File: config.mk
export PLATFORM = sky130hd
export DESIGN_NAME = string_escape_decoder
export DESIGN_NICKNAME = d
export VERILOG_FILES = /design/src/design/sed_pkg.sv /design/src/design/sed_figure.sv /design/src/design/string_escape_decoder.sv
export SDC_FILE = /design/constraint.sdc
export NUM_CORES = 1
export LEC_CHECK = 0
export BUFFER_PORTS_ARGS = -buffer_cell sky130_fd_sc_hd__buf_2
export CAP_MARGIN = 5
export CORE_ASPECT_RATIO = 1.5
export CORE_MARGIN = 5
export CORE_UTILIZATION = 40
export CTS_CLUSTER_SIZE = 25
export DETAILED_ROUTE_END_ITERATION = 10
export MAX_ROUTING_LAYER = met4
export SETUP_SLACK_MARGIN = 0.1
export SLEW_MARGIN = 0
export SYNTH_ARGS = -nofsm -noshare
export SYNTH_HDL_FRONTEND = slang
export SYNTH_HIERARCHICAL = 1
export SYNTH_SLANG_ARGS = --single-unit
File: constraint.sdc
create_clock -name clk -period 4.3 [get_ports clk]
set_clock_uncertainty 0.2 [all_clocks]
set_input_delay 0.215 -clock clk [delete_from_list [all_inputs] [get_ports clk]]
set_output_delay 0.215 -clock clk [all_outputs]
set_load 0.1 [all_outputs]
File: src/design/sed_pkg.sv
// Shared types and constants of the string escape decoder.
package sed_pkg;

    typedef enum logic [1:0] {
        RADIX_OCT = 2'd0,
        RADIX_DEC = 2'd1,
        RADIX_HEX = 2'd2
    } radix_t;

    typedef enum logic [1:0] {
        KIND_BYTE = 2'd0,
        KIND_END  = 2'd1,
        KIND_ERR  = 2'd2
    } kind_t;

    typedef enum logic [2:0] {
        ERR_EOF_LIT = 3'd0,
        ERR_EOF_ESC = 3'd1,
        ERR_BAD_OCT = 3'd2,
        ERR_BAD_DEC = 3'd3,
        ERR_BAD_HEX = 3'd4
    } err_t;

    // Result of decoding one figure against the current radix.
    typedef struct packed {
        logic       ok;
        logic [3:0] value;
    } figure_t;

    localparam logic [7:0] CH_QUOTE     = 8'h22;
    localparam logic [7:0] CH_BACKSLASH = 8'h5C;
    localparam logic [7:0] CH_ZERO      = 8'h30;
    localparam logic [7:0] CH_LOWER_D   = 8'h64;
    localparam logic [7:0] CH_LOWER_X   = 8'h78;

    localparam int DATA_OUT_W = 16;

endpackage

File: src/design/sed_figure.sv
// Figure decoder: maps a character to its figure value and checks it against the radix.
module sed_figure (
    input  logic [7:0]      char_in,
    input  sed_pkg::radix_t radix_sel,
    output sed_pkg::figure_t figure
);

    logic [5:0] raw_value;
    logic       is_figure;
    logic [4:0] base;

    always_comb
    begin
        is_figure = 1'b1;
        raw_value = 6'd0;
        if (char_in >= 8'h30 && char_in <= 8'h39)
        begin
            raw_value = 6'(char_in - 8'h30);
        end
        else if (char_in >= 8'h61 && char_in <= 8'h7A)
        begin
            raw_value = 6'(char_in - 8'h61 + 8'd10);
        end
        else if (char_in >= 8'h41 && char_in <= 8'h5A)
        begin
            raw_value = 6'(char_in - 8'h41 + 8'd10);
        end
        else
        begin
            is_figure = 1'b0;
        end

        unique case (radix_sel)
            sed_pkg::RADIX_OCT: base = 5'd8;
            sed_pkg::RADIX_DEC: base = 5'd10;
            default:            base = 5'd16;
        endcase

        figure.ok    = is_figure && (raw_value < {1'b0, base});
        figure.value = raw_value[3:0];
    end

endmodule

File: src/design/string_escape_decoder.sv
// Top level of the string escape decoder: input register, decode logic, result register.
//
//  Channel | Signals                          | Carries
//  --------+----------------------------------+-----------------------------------------
//  input   | s_tvalid s_tready s_tdata s_tuser | one raw byte of the literal body
//  output  | m_tvalid m_tready m_tdata m_tuser | decoded byte, end of literal or error
//
// Each transfer is decoded while it sits in the input register; its result lands in the
// output register when the decoder advances. One transfer can be accepted every cycle
// while the output is not stalled. Escape starters and figures that give no result only
// update the decoder state. Reset returns the decoder to the literal body. A stalled
// output holds its result; a byte in the input register then waits too, even one that
// gives no result, and the input stops once that register is full.
module string_escape_decoder (
    input  logic        clk,
    input  logic        rst_n,
    input  logic        s_tvalid,
    output logic        s_tready,
    input  logic [7:0]  s_tdata,   // [7:0] char_in
    input  logic [0:0]  s_tuser,   // [0] end_of_input
    output logic        m_tvalid,
    input  logic        m_tready,
    output logic [15:0] m_tdata,   // [7:0] byte_out, [10:8] error_code, [15:11] zero
    output logic [1:0]  m_tuser    // [1:0] kind
);

    typedef enum logic [1:0] {
        PH_BODY = 2'd0,
        PH_ESC  = 2'd1,
        PH_FIG  = 2'd2
    } phase_t;

    logic             in_valid_reg;
    logic [7:0]       in_char_reg;
    logic             in_eoi_reg;

    phase_t           phase_reg, phase_next;
    sed_pkg::radix_t  radix_reg, radix_next;
    logic [1:0]       figs_reg, figs_next;
    logic [8:0]       accum_reg, accum_next;

    logic             out_valid_reg;
    sed_pkg::kind_t   out_kind_reg;
    logic [7:0]       out_byte_reg;
    sed_pkg::err_t    out_err_reg;

    logic             res_valid;
    sed_pkg::kind_t   res_kind;
    logic [7:0]       res_byte;
    sed_pkg::err_t    res_err;
    sed_pkg::err_t    fig_err;
    logic [8:0]       accum_scaled;
    sed_pkg::figure_t figure;
    logic             advance;

    sed_figure u_figure (
        .char_in   (in_char_reg),
        .radix_sel (radix_reg),
        .figure    (figure)
    );

    assign advance  = in_valid_reg && (!out_valid_reg || m_tready);
    assign s_tready = !in_valid_reg || advance;

    always_comb
    begin
        phase_next = phase_reg;
        radix_next = radix_reg;
        figs_next  = figs_reg;
        accum_next = accum_reg;
        res_valid  = 1'b0;
        res_kind   = sed_pkg::KIND_BYTE;
        res_byte   = 8'd0;
        res_err    = sed_pkg::ERR_EOF_LIT;

        unique case (radix_reg)
            sed_pkg::RADIX_OCT:
            begin
                fig_err      = sed_pkg::ERR_BAD_OCT;
                accum_scaled = {accum_reg[5:0], 3'b000};
            end
            sed_pkg::RADIX_DEC:
            begin
                fig_err      = sed_pkg::ERR_BAD_DEC;
                accum_scaled = 9'({accum_reg[5:0], 3'b000} + {accum_reg[7:0], 1'b0});
            end
            default:
            begin
                fig_err      = sed_pkg::ERR_BAD_HEX;
                accum_scaled = {accum_reg[4:0], 4'b0000};
            end
        endcase

        unique case (phase_reg)
            PH_ESC:
            begin
                phase_next = PH_BODY;
                if (in_eoi_reg)
                begin
                    res_valid = 1'b1;
                    res_kind  = sed_pkg::KIND_ERR;
                    res_err   = sed_pkg::ERR_EOF_ESC;
                end
                else
                begin
                    unique case (in_char_reg)
                        sed_pkg::CH_ZERO:
                        begin
                            radix_next = sed_pkg::RADIX_OCT;
                            figs_next  = 2'd3;
                            accum_next = 9'd0;
                            phase_next = PH_FIG;
                        end
                        sed_pkg::CH_LOWER_D:
                        begin
                            radix_next = sed_pkg::RADIX_DEC;
                            figs_next  = 2'd2;
                            accum_next = 9'd0;
                            phase_next = PH_FIG;
                        end
                        sed_pkg::CH_LOWER_X:
                        begin
                            radix_next = sed_pkg::RADIX_HEX;
                            figs_next  = 2'd2;
                            accum_next = 9'd0;
                            phase_next = PH_FIG;
                        end
                        8'h61:   begin res_valid = 1'b1; res_byte = 8'd7;  end // a
                        8'h62:   begin res_valid = 1'b1; res_byte = 8'd8;  end // b
                        8'h63:   begin res_valid = 1'b1; res_byte = 8'd0;  end // c
                        8'h66:   begin res_valid = 1'b1; res_byte = 8'd12; end // f
                        8'h6E:   begin res_valid = 1'b1; res_byte = 8'd10; end // n
                        8'h72:   begin res_valid = 1'b1; res_byte = 8'd13; end // r
                        8'h74:   begin res_valid = 1'b1; res_byte = 8'd9;  end // t
                        8'h76:   begin res_valid = 1'b1; res_byte = 8'd11; end // v
                        default: begin res_valid = 1'b1; res_byte = in_char_reg; end
                    endcase
                end
            end
            PH_FIG:
            begin
                if (in_eoi_reg || !figure.ok)
                begin
                    phase_next = PH_BODY;
                    res_valid  = 1'b1;
                    res_kind   = sed_pkg::KIND_ERR;
                    res_err    = fig_err;
                end
                else
                begin
                    accum_next = 9'(accum_scaled + {5'd0, figure.value});
                    figs_next  = 2'(figs_reg - 2'd1);
                    if (figs_reg == 2'd1)
                    begin
                        phase_next = PH_BODY;
                        res_valid  = 1'b1;
                        res_byte   = accum_next[7:0];
                    end
                end
            end
            default:
            begin
                phase_next = PH_BODY;
                if (in_eoi_reg)
                begin
                    res_valid = 1'b1;
                    res_kind  = sed_pkg::KIND_ERR;
                    res_err   = sed_pkg::ERR_EOF_LIT;
                end
                else if (in_char_reg == sed_pkg::CH_QUOTE)
                begin
                    res_valid = 1'b1;
                    res_kind  = sed_pkg::KIND_END;
                end
                else if (in_char_reg == sed_pkg::CH_BACKSLASH)
                begin
                    phase_next = PH_ESC;
                end
                else
                begin
                    res_valid = 1'b1;
                    res_byte  = in_char_reg;
                end
            end
        endcase
    end

    always_ff @(posedge clk or negedge rst_n)
    begin
        if (!rst_n)
        begin
            in_valid_reg  <= 1'b0;
            out_valid_reg <= 1'b0;
            phase_reg     <= PH_BODY;
            radix_reg     <= sed_pkg::RADIX_OCT;
            figs_reg      <= 2'd0;
            accum_reg     <= 9'd0;
        end
        else
        begin
            if (s_tvalid && s_tready)
            begin
                in_valid_reg <= 1'b1;
            end
            else if (advance)
            begin
                in_valid_reg <= 1'b0;
            end

            if (advance)
            begin
                phase_reg <= phase_next;
                radix_reg <= radix_next;
                figs_reg  <= figs_next;
                accum_reg <= accum_next;
            end

            if (advance && res_valid)
            begin
                out_valid_reg <= 1'b1;
            end
            else if (m_tready)
            begin
                out_valid_reg <= 1'b0;
            end
        end
    end

    // Payload registers carry no reset.
    always_ff @(posedge clk)
    begin
        if (s_tvalid && s_tready)
        begin
            in_char_reg <= s_tdata;
            in_eoi_reg  <= s_tuser[0];
        end
        if (advance && res_valid)
        begin
            out_kind_reg <= res_kind;
            out_byte_reg <= res_byte;
            out_err_reg  <= res_err;
        end
    end

    assign m_tvalid = out_valid_reg;
    assign m_tuser  = out_kind_reg;
    assign m_tdata  = {(sed_pkg::DATA_OUT_W - 11)'(0), out_err_reg, out_byte_reg};

endmodule

==> results of run 1 <==
## what timing repair did
action                                 in CTS  in global routing
pin swaps                                   0                  2
setup buffers                               0                  1
setup endpoints to repair                  13                  2
hold buffers                               11                  0
resized for setup                           1                  6
endpoints found under the hold margin      25                  0
## final cells by class
| type | count | area, um2 | area share |
|---|---|---|---|
| clock inverter | 3 | 65.1 | 0.0190 |
| clock buffer | 5 | 68.8 | 0.0201 |
| multi-input combinational | 247 | 1740 | 0.507 |
| tap | 100 | 125 | 0.0365 |
| sequential | 37 | 1040 | 0.302 |
| inverter | 16 | 60.1 | 0.0175 |
| timing repair buffer | 50 | 335 | 0.0979 |
## metrics by stage
step                      worst slack [ns]  hold WS [ns]   util  total power [mW]
final                                0.338       0.00343  0.477              1.04
after global routing                 0.119        0.0479  0.477              1.08
after CTS                            0.293        0.0105  0.473              1.04
after detailed placement            0.0743       -0.0391  0.439             0.674
after global placement               0.198       -0.0396  0.439             0.672
after floorplan                      0.151        -0.281      -             0.627
## cell families (layout without fill, tap and decap cells)
family / count (synthesis) / count (layout) / share of synthesized area
AOI/OAI and AO/OA: 74 / 74 / 0.180
xor gates and xnor gates: 9 / 9 / 0.0271
adders and majority gates: 22 / 22 / 0.100
buffers and inverters: 33 / 74 / 0.0586
DFF: 37 / 37 / 0.357
muxes: 7 / 7 / 0.0246
other: 1 / 5 / 0.00129
and+or+nand+nor: 130 / 130 / 0.252
## power by group
part	total, mW	leakage [nW]	switching (mW)	internal (mW)
Clock	0.360	0.0681	0.129	0.230
Sequential	0.416	0.415	0.0139	0.402
Combinational	0.263	0.941	0.196	0.0666
Total	1.04	1.42	0.339	0.699
## critical path, stage by stage, from the launching register on
cell and delay [ns]:
edfxtp_1 0.44, ha_1 0.27, or4b_4 0.56, a21boi_2 0.19, o211ai_2 0.11, a21oi_2 0.18
nor2_1 0.09, ha_1 0.31, o21ai_0 0.17, a31oi_1 0.08, a2111oi_2 0.41, nor2b_2 0.24
buf_4 0.14, nand3b_1 0.15, o221ai_1 0.26
## worst max path at each step
stage                     cells after the start  slack, ns                startpoint                        end
after detailed placement                     14       0.07  in_char_reg[0]$_DFFE_PP_  out_byte_reg[3]$_DFFE_PP_
after global placement                       14       0.20  in_char_reg[0]$_DFFE_PP_  out_byte_reg[1]$_DFFE_PP_
after CTS                                    15       0.29  in_char_reg[0]$_DFFE_PP_  out_byte_reg[4]$_DFFE_PP_
after global routing                         15       0.12  in_char_reg[0]$_DFFE_PP_  out_byte_reg[3]$_DFFE_PP_
after floorplan                              14       0.15  in_char_reg[0]$_DFFE_PP_       m_tuser[0]$_DFFE_PP_
final                                        14       0.34  in_char_reg[0]$_DFFE_PP_  out_byte_reg[1]$_DFFE_PP_
## cells in the final DEF, fill, tap and decap left out, drive strengths merged, types with 6 or more instances in the layout
| master | instances |
|---|---|
| mux2i | 6 |
| dfrtp | 15 |
| ha | 20 |
| buf | 39 |
| and2 | 7 |
| nand2 | 42 |
| edfxtp | 22 |
| a21oi | 14 |
| o21ai | 30 |
| dlygate4sd3 | 11 |
| nand2b | 12 |
| inv | 16 |
| nor2b | 8 |
| nor2 | 26 |
## metal layers
metal / share of wire / vias up / routed length (um)
li1: - / 1189 / -
met1: 0.44 / 1125 / 3020
met2: 0.52 / 36 / 3530
met3: 0.030 / 7 / 205
met4: 0.012 / 0 / 80
met5: 0 / - / 0
==> impl_metrics.csv, run 1 <==
group,metric,value,unit
floorplan,dieArea,9100,um2
floorplan,die_h,114,um
floorplan,num_io_pins,33,
routing,wl_per_cell,14.9,um
timing,finalCritPeriodShare,0.921,
yosys,yosys.cell_count.top_type,"nand2_1",
yosys,synth_commonest_cells,"nand2_1, nor2_1, edfxtp_1",
placed_design,dp_cells,438,
global_route,grt_pass1_wl,11700,um
routing,drt_wl_total,6840,um
setup_path,critPathCaptureType,"flop",
timing,hold_viol,0,
yosys,yosys_warnings,6,
routing,drt-pass1-iter-count,4,
yosys,synth-edff-count,22,
yosys,synthFlopType,"edfxtp_1",
placed_design,io_buffers,27,
clock_tree,cts_tree,"done",
clock_tree,clock_latency,0.29,ns
timing,fin_tns_setup,0,ns
timing,fmax,252,MHz
finish,final_nets,392,
setup_path,worst-r2r-setup-slack,0.34,ns
finish,drive_above_1_share,0.218,
setup_path,start_kind,"flop",
yosys,synth-seq-area-share,0.357,
placed_design,place_hpwl,5170,um
timing,rsz0062_at_grt,"no",
timing,setup_violations,0,
setup_path,crit_fanout,5,
routing,viasPerCell,5.15,
yosys,yosysTopAreaCell,"edfxtp_1",
power,leakage,1.42,nW
finish,n_fill_cell,673,
routing,vias,2357,
setup_path,rr_endpoint,"out_byte_reg[1]$_DFFE_PP_",
power,power_density,303,nW/um2
global_route,use_met2,0.284,
global_route,grt_overflow_total,0,
global_route,grt_usage,0.167,
clock_tree,clkTransAtPathRegs,0.08,ns
yosys,ys_top_cells_by_area,"edfxtp_1, dfrtp_1, ha_1, nand2_1, nor2_1",
global_route,antenna_found_initial,0,
floorplan,initial_core_util,0.404,
global_route,grt_max_degree,18,
timing,slew_viol_final,0,
clock_tree,cts.sinks,37,
setup_path,arrival,3.88,ns
yosys,synth.avg_cell_area,9.28,um2
setup_path,cp.required,4.22,ns
timing,fin_crit,3.96,ns
yosys,async_flop_share,0.405,
global_route,grt_use_met1,0.210,
finish,antenna_cells,0,
yosys,synth.distinct_cells,73,
routing,drc_errors,0,
clock_tree,root_buffer,"clkbuf_8",
placed_design,gp_congestion,0.895,
global_route,busiest_layer,"met2",
setup_path,reg2reg_from,"in_char_reg[0]$_DFFE_PP_",
clock_tree,htree_num_levels,2,
finish,fin_cells,458,
floorplan,fp.coreArea,7180,um2
setup_path,crit_type,"flop to flop",
yosys,netlist_instances,313,
yosys,syn_area,2900,um2
global_route,global_route.usage.met3,0.0220,
timing,tightest_slew,0.611,ns
worst_hold_path,hold_path_depth,3,
routing,drtAntennaViolNets,0,
floorplan,rows,38,
worst_hold_path,hp-start,"m_tready",
yosys,ys_ff_latch,37,
setup_path,rr_worst_depth,14,
yosys,yosysTopAreaCellShare,0.227,
floorplan,die_w,79.6,um
power,ir_drop,0.171,mV
status,outcome,"complete, no violations",
finish,areaGrowthSynthToFinish,18.0,%
finish,fin_area,3430,um2
timing,relSlewSlack,0.593,
clock_tree,cts_inserted_buffers,5,
clock_tree,clock_path_buffers,2,
worst_hold_path,holdPathEnd,"m_tvalid$_DFFE_PN0P_",
placed_design,post_dp_cell_area,3150,um2
flow_run,cap_violations,0,
global_route,grt_pass1_vias,2370,
worst_hold_path,min_path_type,"primary input to flop",
routing,drt-initial-drc-count,107,
No activity file was read; power rests on OpenSTA's default activity.
==> inputs of run 2 (changes only) <==
--- a/config.mk
+++ b/config.mk
@@ -6,13 +6,14 @@
 export NUM_CORES = 1
 export LEC_CHECK = 0
 export BUFFER_PORTS_ARGS = -buffer_cell sky130_fd_sc_hd__buf_2
-export CAP_MARGIN = 5
+export CAP_MARGIN = 20
 export CORE_ASPECT_RATIO = 1.5
 export CORE_MARGIN = 5
 export CORE_UTILIZATION = 40
 export CTS_CLUSTER_SIZE = 25
 export DETAILED_ROUTE_END_ITERATION = 10
 export MAX_ROUTING_LAYER = met4
+export PLACE_DENSITY = 0.7
 export SETUP_SLACK_MARGIN = 0.1
 export SLEW_MARGIN = 0
 export SYNTH_ARGS = -nofsm -noshare
==> impl_metrics.csv, run 2 (synthesized netlist as in run 1, its figures left out) <==
group,metric,value,unit
routing,wl_per_cell,14.9,um
setup_path,arrival,3.86,ns
floorplan,die_w,79.6,um
finish,n_fill_cell,659,
power,seqPwrFrac,0.404,
worst_hold_path,min_path_type,"primary input to flop",
global_route,grt_pass1_wl,11600,um
timing,whs,0.0118,ns
placed_design,gp_congestion,0.901,
clock_tree,cts.sinks,37,
power,p_int,0.697,mW
clock_tree,cts_inserted_buffers,5,
setup_path,cp.required,4.22,ns
power,leakage,1.40,nW
placed_design,place_hpwl,5270,um
finish,final_cell_mix,"nand2_1, buf_2, nor2_1",
global_route,grt_pass1_vias,2451,
setup_path,rr_worst_depth,15,
routing,drtAntennaViolNets,0,
global_route,grt_usage,0.166,
timing,setup_violations,0,
setup_path,rr_endpoint,"out_byte_reg[4]$_DFFE_PP_",
routing,vias,2393,
placed_design,io_buffers,27,
finish,multiInputGateArea,1720,um2
finish,areaGrowthSynthToFinish,16.8,%
placed_design,pre_cts_ws,0.103,ns
setup_path,critPathCaptureType,"flop",
timing,fin_tns_setup,0,ns
clock_tree,cts_tree,"done",
routing,drc_errors,0,
floorplan,num_io_pins,33,
power,power_density,303,nW/um2
status,outcome,"complete, no violations",
routing,drt-initial-drc-count,128,
finish,antenna_cells,0,
timing,fin_ws,0.368,ns
worst_hold_path,holdPathEnd,"m_tvalid$_DFFE_PN0P_",
clock_tree,htree_num_levels,2,
routing,viasPerCell,5.25,
power,swShare,0.323,
global_route,grt_overflow_total,0,
timing,fmax,254,MHz
timing,relSlewSlack,0.555,
global_route,antenna_found_initial,0,
power,switching_power,0.332,mW
setup_path,crit_type,"flop to flop",
timing,finalCritPeriodShare,0.914,
timing,slew_viol_final,0,
floorplan,die_h,114,um
clock_tree,clkTransAtPathRegs,0.07,ns
finish,final_common_cell,"nand2_1",
power,power.share.combinational,0.253,
routing,drt-pass1-iter-count,4,
setup_path,worst-r2r-setup-slack,0.37,ns
floorplan,rows,38,
power,p_total,1.03,mW
flow_run,cap_violations,0,
clock_tree,clock_path_buffers,2,
worst_hold_path,hold_path_depth,3,
clock_tree,root_buffer,"clkbuf_8",
timing,hold_viol,0,
routing,drt_wl_total,6810,um
setup_path,start_kind,"flop",
clock_tree,clock_latency,0.29,ns
worst_hold_path,hp-start,"m_tready",
setup_path,reg2reg_from,"in_char_reg[0]$_DFFE_PP_",
finish,drive_above_1_share,0.205,
timing,tightest_slew,0.666,ns
power,ir_drop,0.233,mV
floorplan,initial_core_util,0.404,
floorplan,fp.coreArea,7180,um2
setup_path,crit_fanout,5,
timing,rsz0062_at_grt,"no",
clock_tree,post_cts_buffers,0,
global_route,grt_max_degree,21,
power,p_clk_frac,0.342,
timing,fin_crit,3.93,ns
placed_design,dp_cells,437,
floorplan,dieArea,9100,um2
finish,regArea,1040,um2
finish,fin_cells,456,
finish,final_nets,390,
[run 2: metal layers]
metal	vias to the layer above	global-route usage	part of all wire	wire, um
met2	72	0.287	0.52	3510
li1	1192	-	-	-
met3	18	0.0260	0.037	253
met1	1111	0.189	0.41	2820
met5	-	-	0	0
met4	0	0.0665	0.031	214
[run 2: worst max-delay path, stage by stage, from the launching register on]
cell and delay (ns):
edfxtp_1 0.41, ha_1 0.26, or4b_4 0.56, a21boi_2 0.19, o211ai_2 0.12, a21oi_2 0.22
nor2_1 0.10, ha_1 0.21, nor3b_1 0.21, a31oi_1 0.13, a2111oi_2 0.33, nor2b_1 0.22
buf_4 0.15, and3b_1 0.18, nand2_1 0.07, o21ai_0 0.22
[run 2: power by group through the flow]
stage               combinational, mW  sequential (mW)  clock, mW
global route                    0.278            0.418      0.375
finish                          0.260            0.416      0.352
global placement                0.249            0.424          0
CTS                             0.260            0.416      0.358
detailed placement              0.251            0.424          0
floorplan                       0.112            0.515          0
[run 2: layout make-up]
class	instances	share of cell area
Clock buffer	5	0.0203
Sequential cell	37	0.306
Clock inverter	3	0.0192
Inverter	16	0.0177
Multi-Input combinational cell	247	0.506
Tap cell	100	0.0369
Timing Repair Buffer	48	0.0945
[run 2: what timing repair did]
action,4_1_cts,5_1_grt
endpoints found under the setup margin,13,0
hold buffers,11,0
endpoints found under the hold margin,25,0
resized for setup,1,0
[run 2: stage by stage]
stage	utilization	area (um2)
floorplan	-	2920
global placement	0.438	3140
detailed placement	0.438	3140
CTS	0.472	3390
global route	0.472	3390
finish	0.472	3390
[run 2: how the worst max path moves through the flow]
stage,endpoint,slack [ns],depth (start not counted),startpoint
floorplan,m_tuser[0]$_DFFE_PP_,0.15,14,in_char_reg[0]$_DFFE_PP_
global placement,out_err_reg[1]$_DFFE_PP_,0.20,14,in_char_reg[0]$_DFFE_PP_
detailed placement,out_byte_reg[1]$_DFFE_PP_,0.10,14,in_char_reg[0]$_DFFE_PP_
CTS,out_byte_reg[4]$_DFFE_PP_,0.34,15,in_char_reg[0]$_DFFE_PP_
global route,out_byte_reg[1]$_DFFE_PP_,0.10,14,in_char_reg[0]$_DFFE_PP_
finish,out_byte_reg[4]$_DFFE_PP_,0.37,15,in_char_reg[0]$_DFFE_PP_
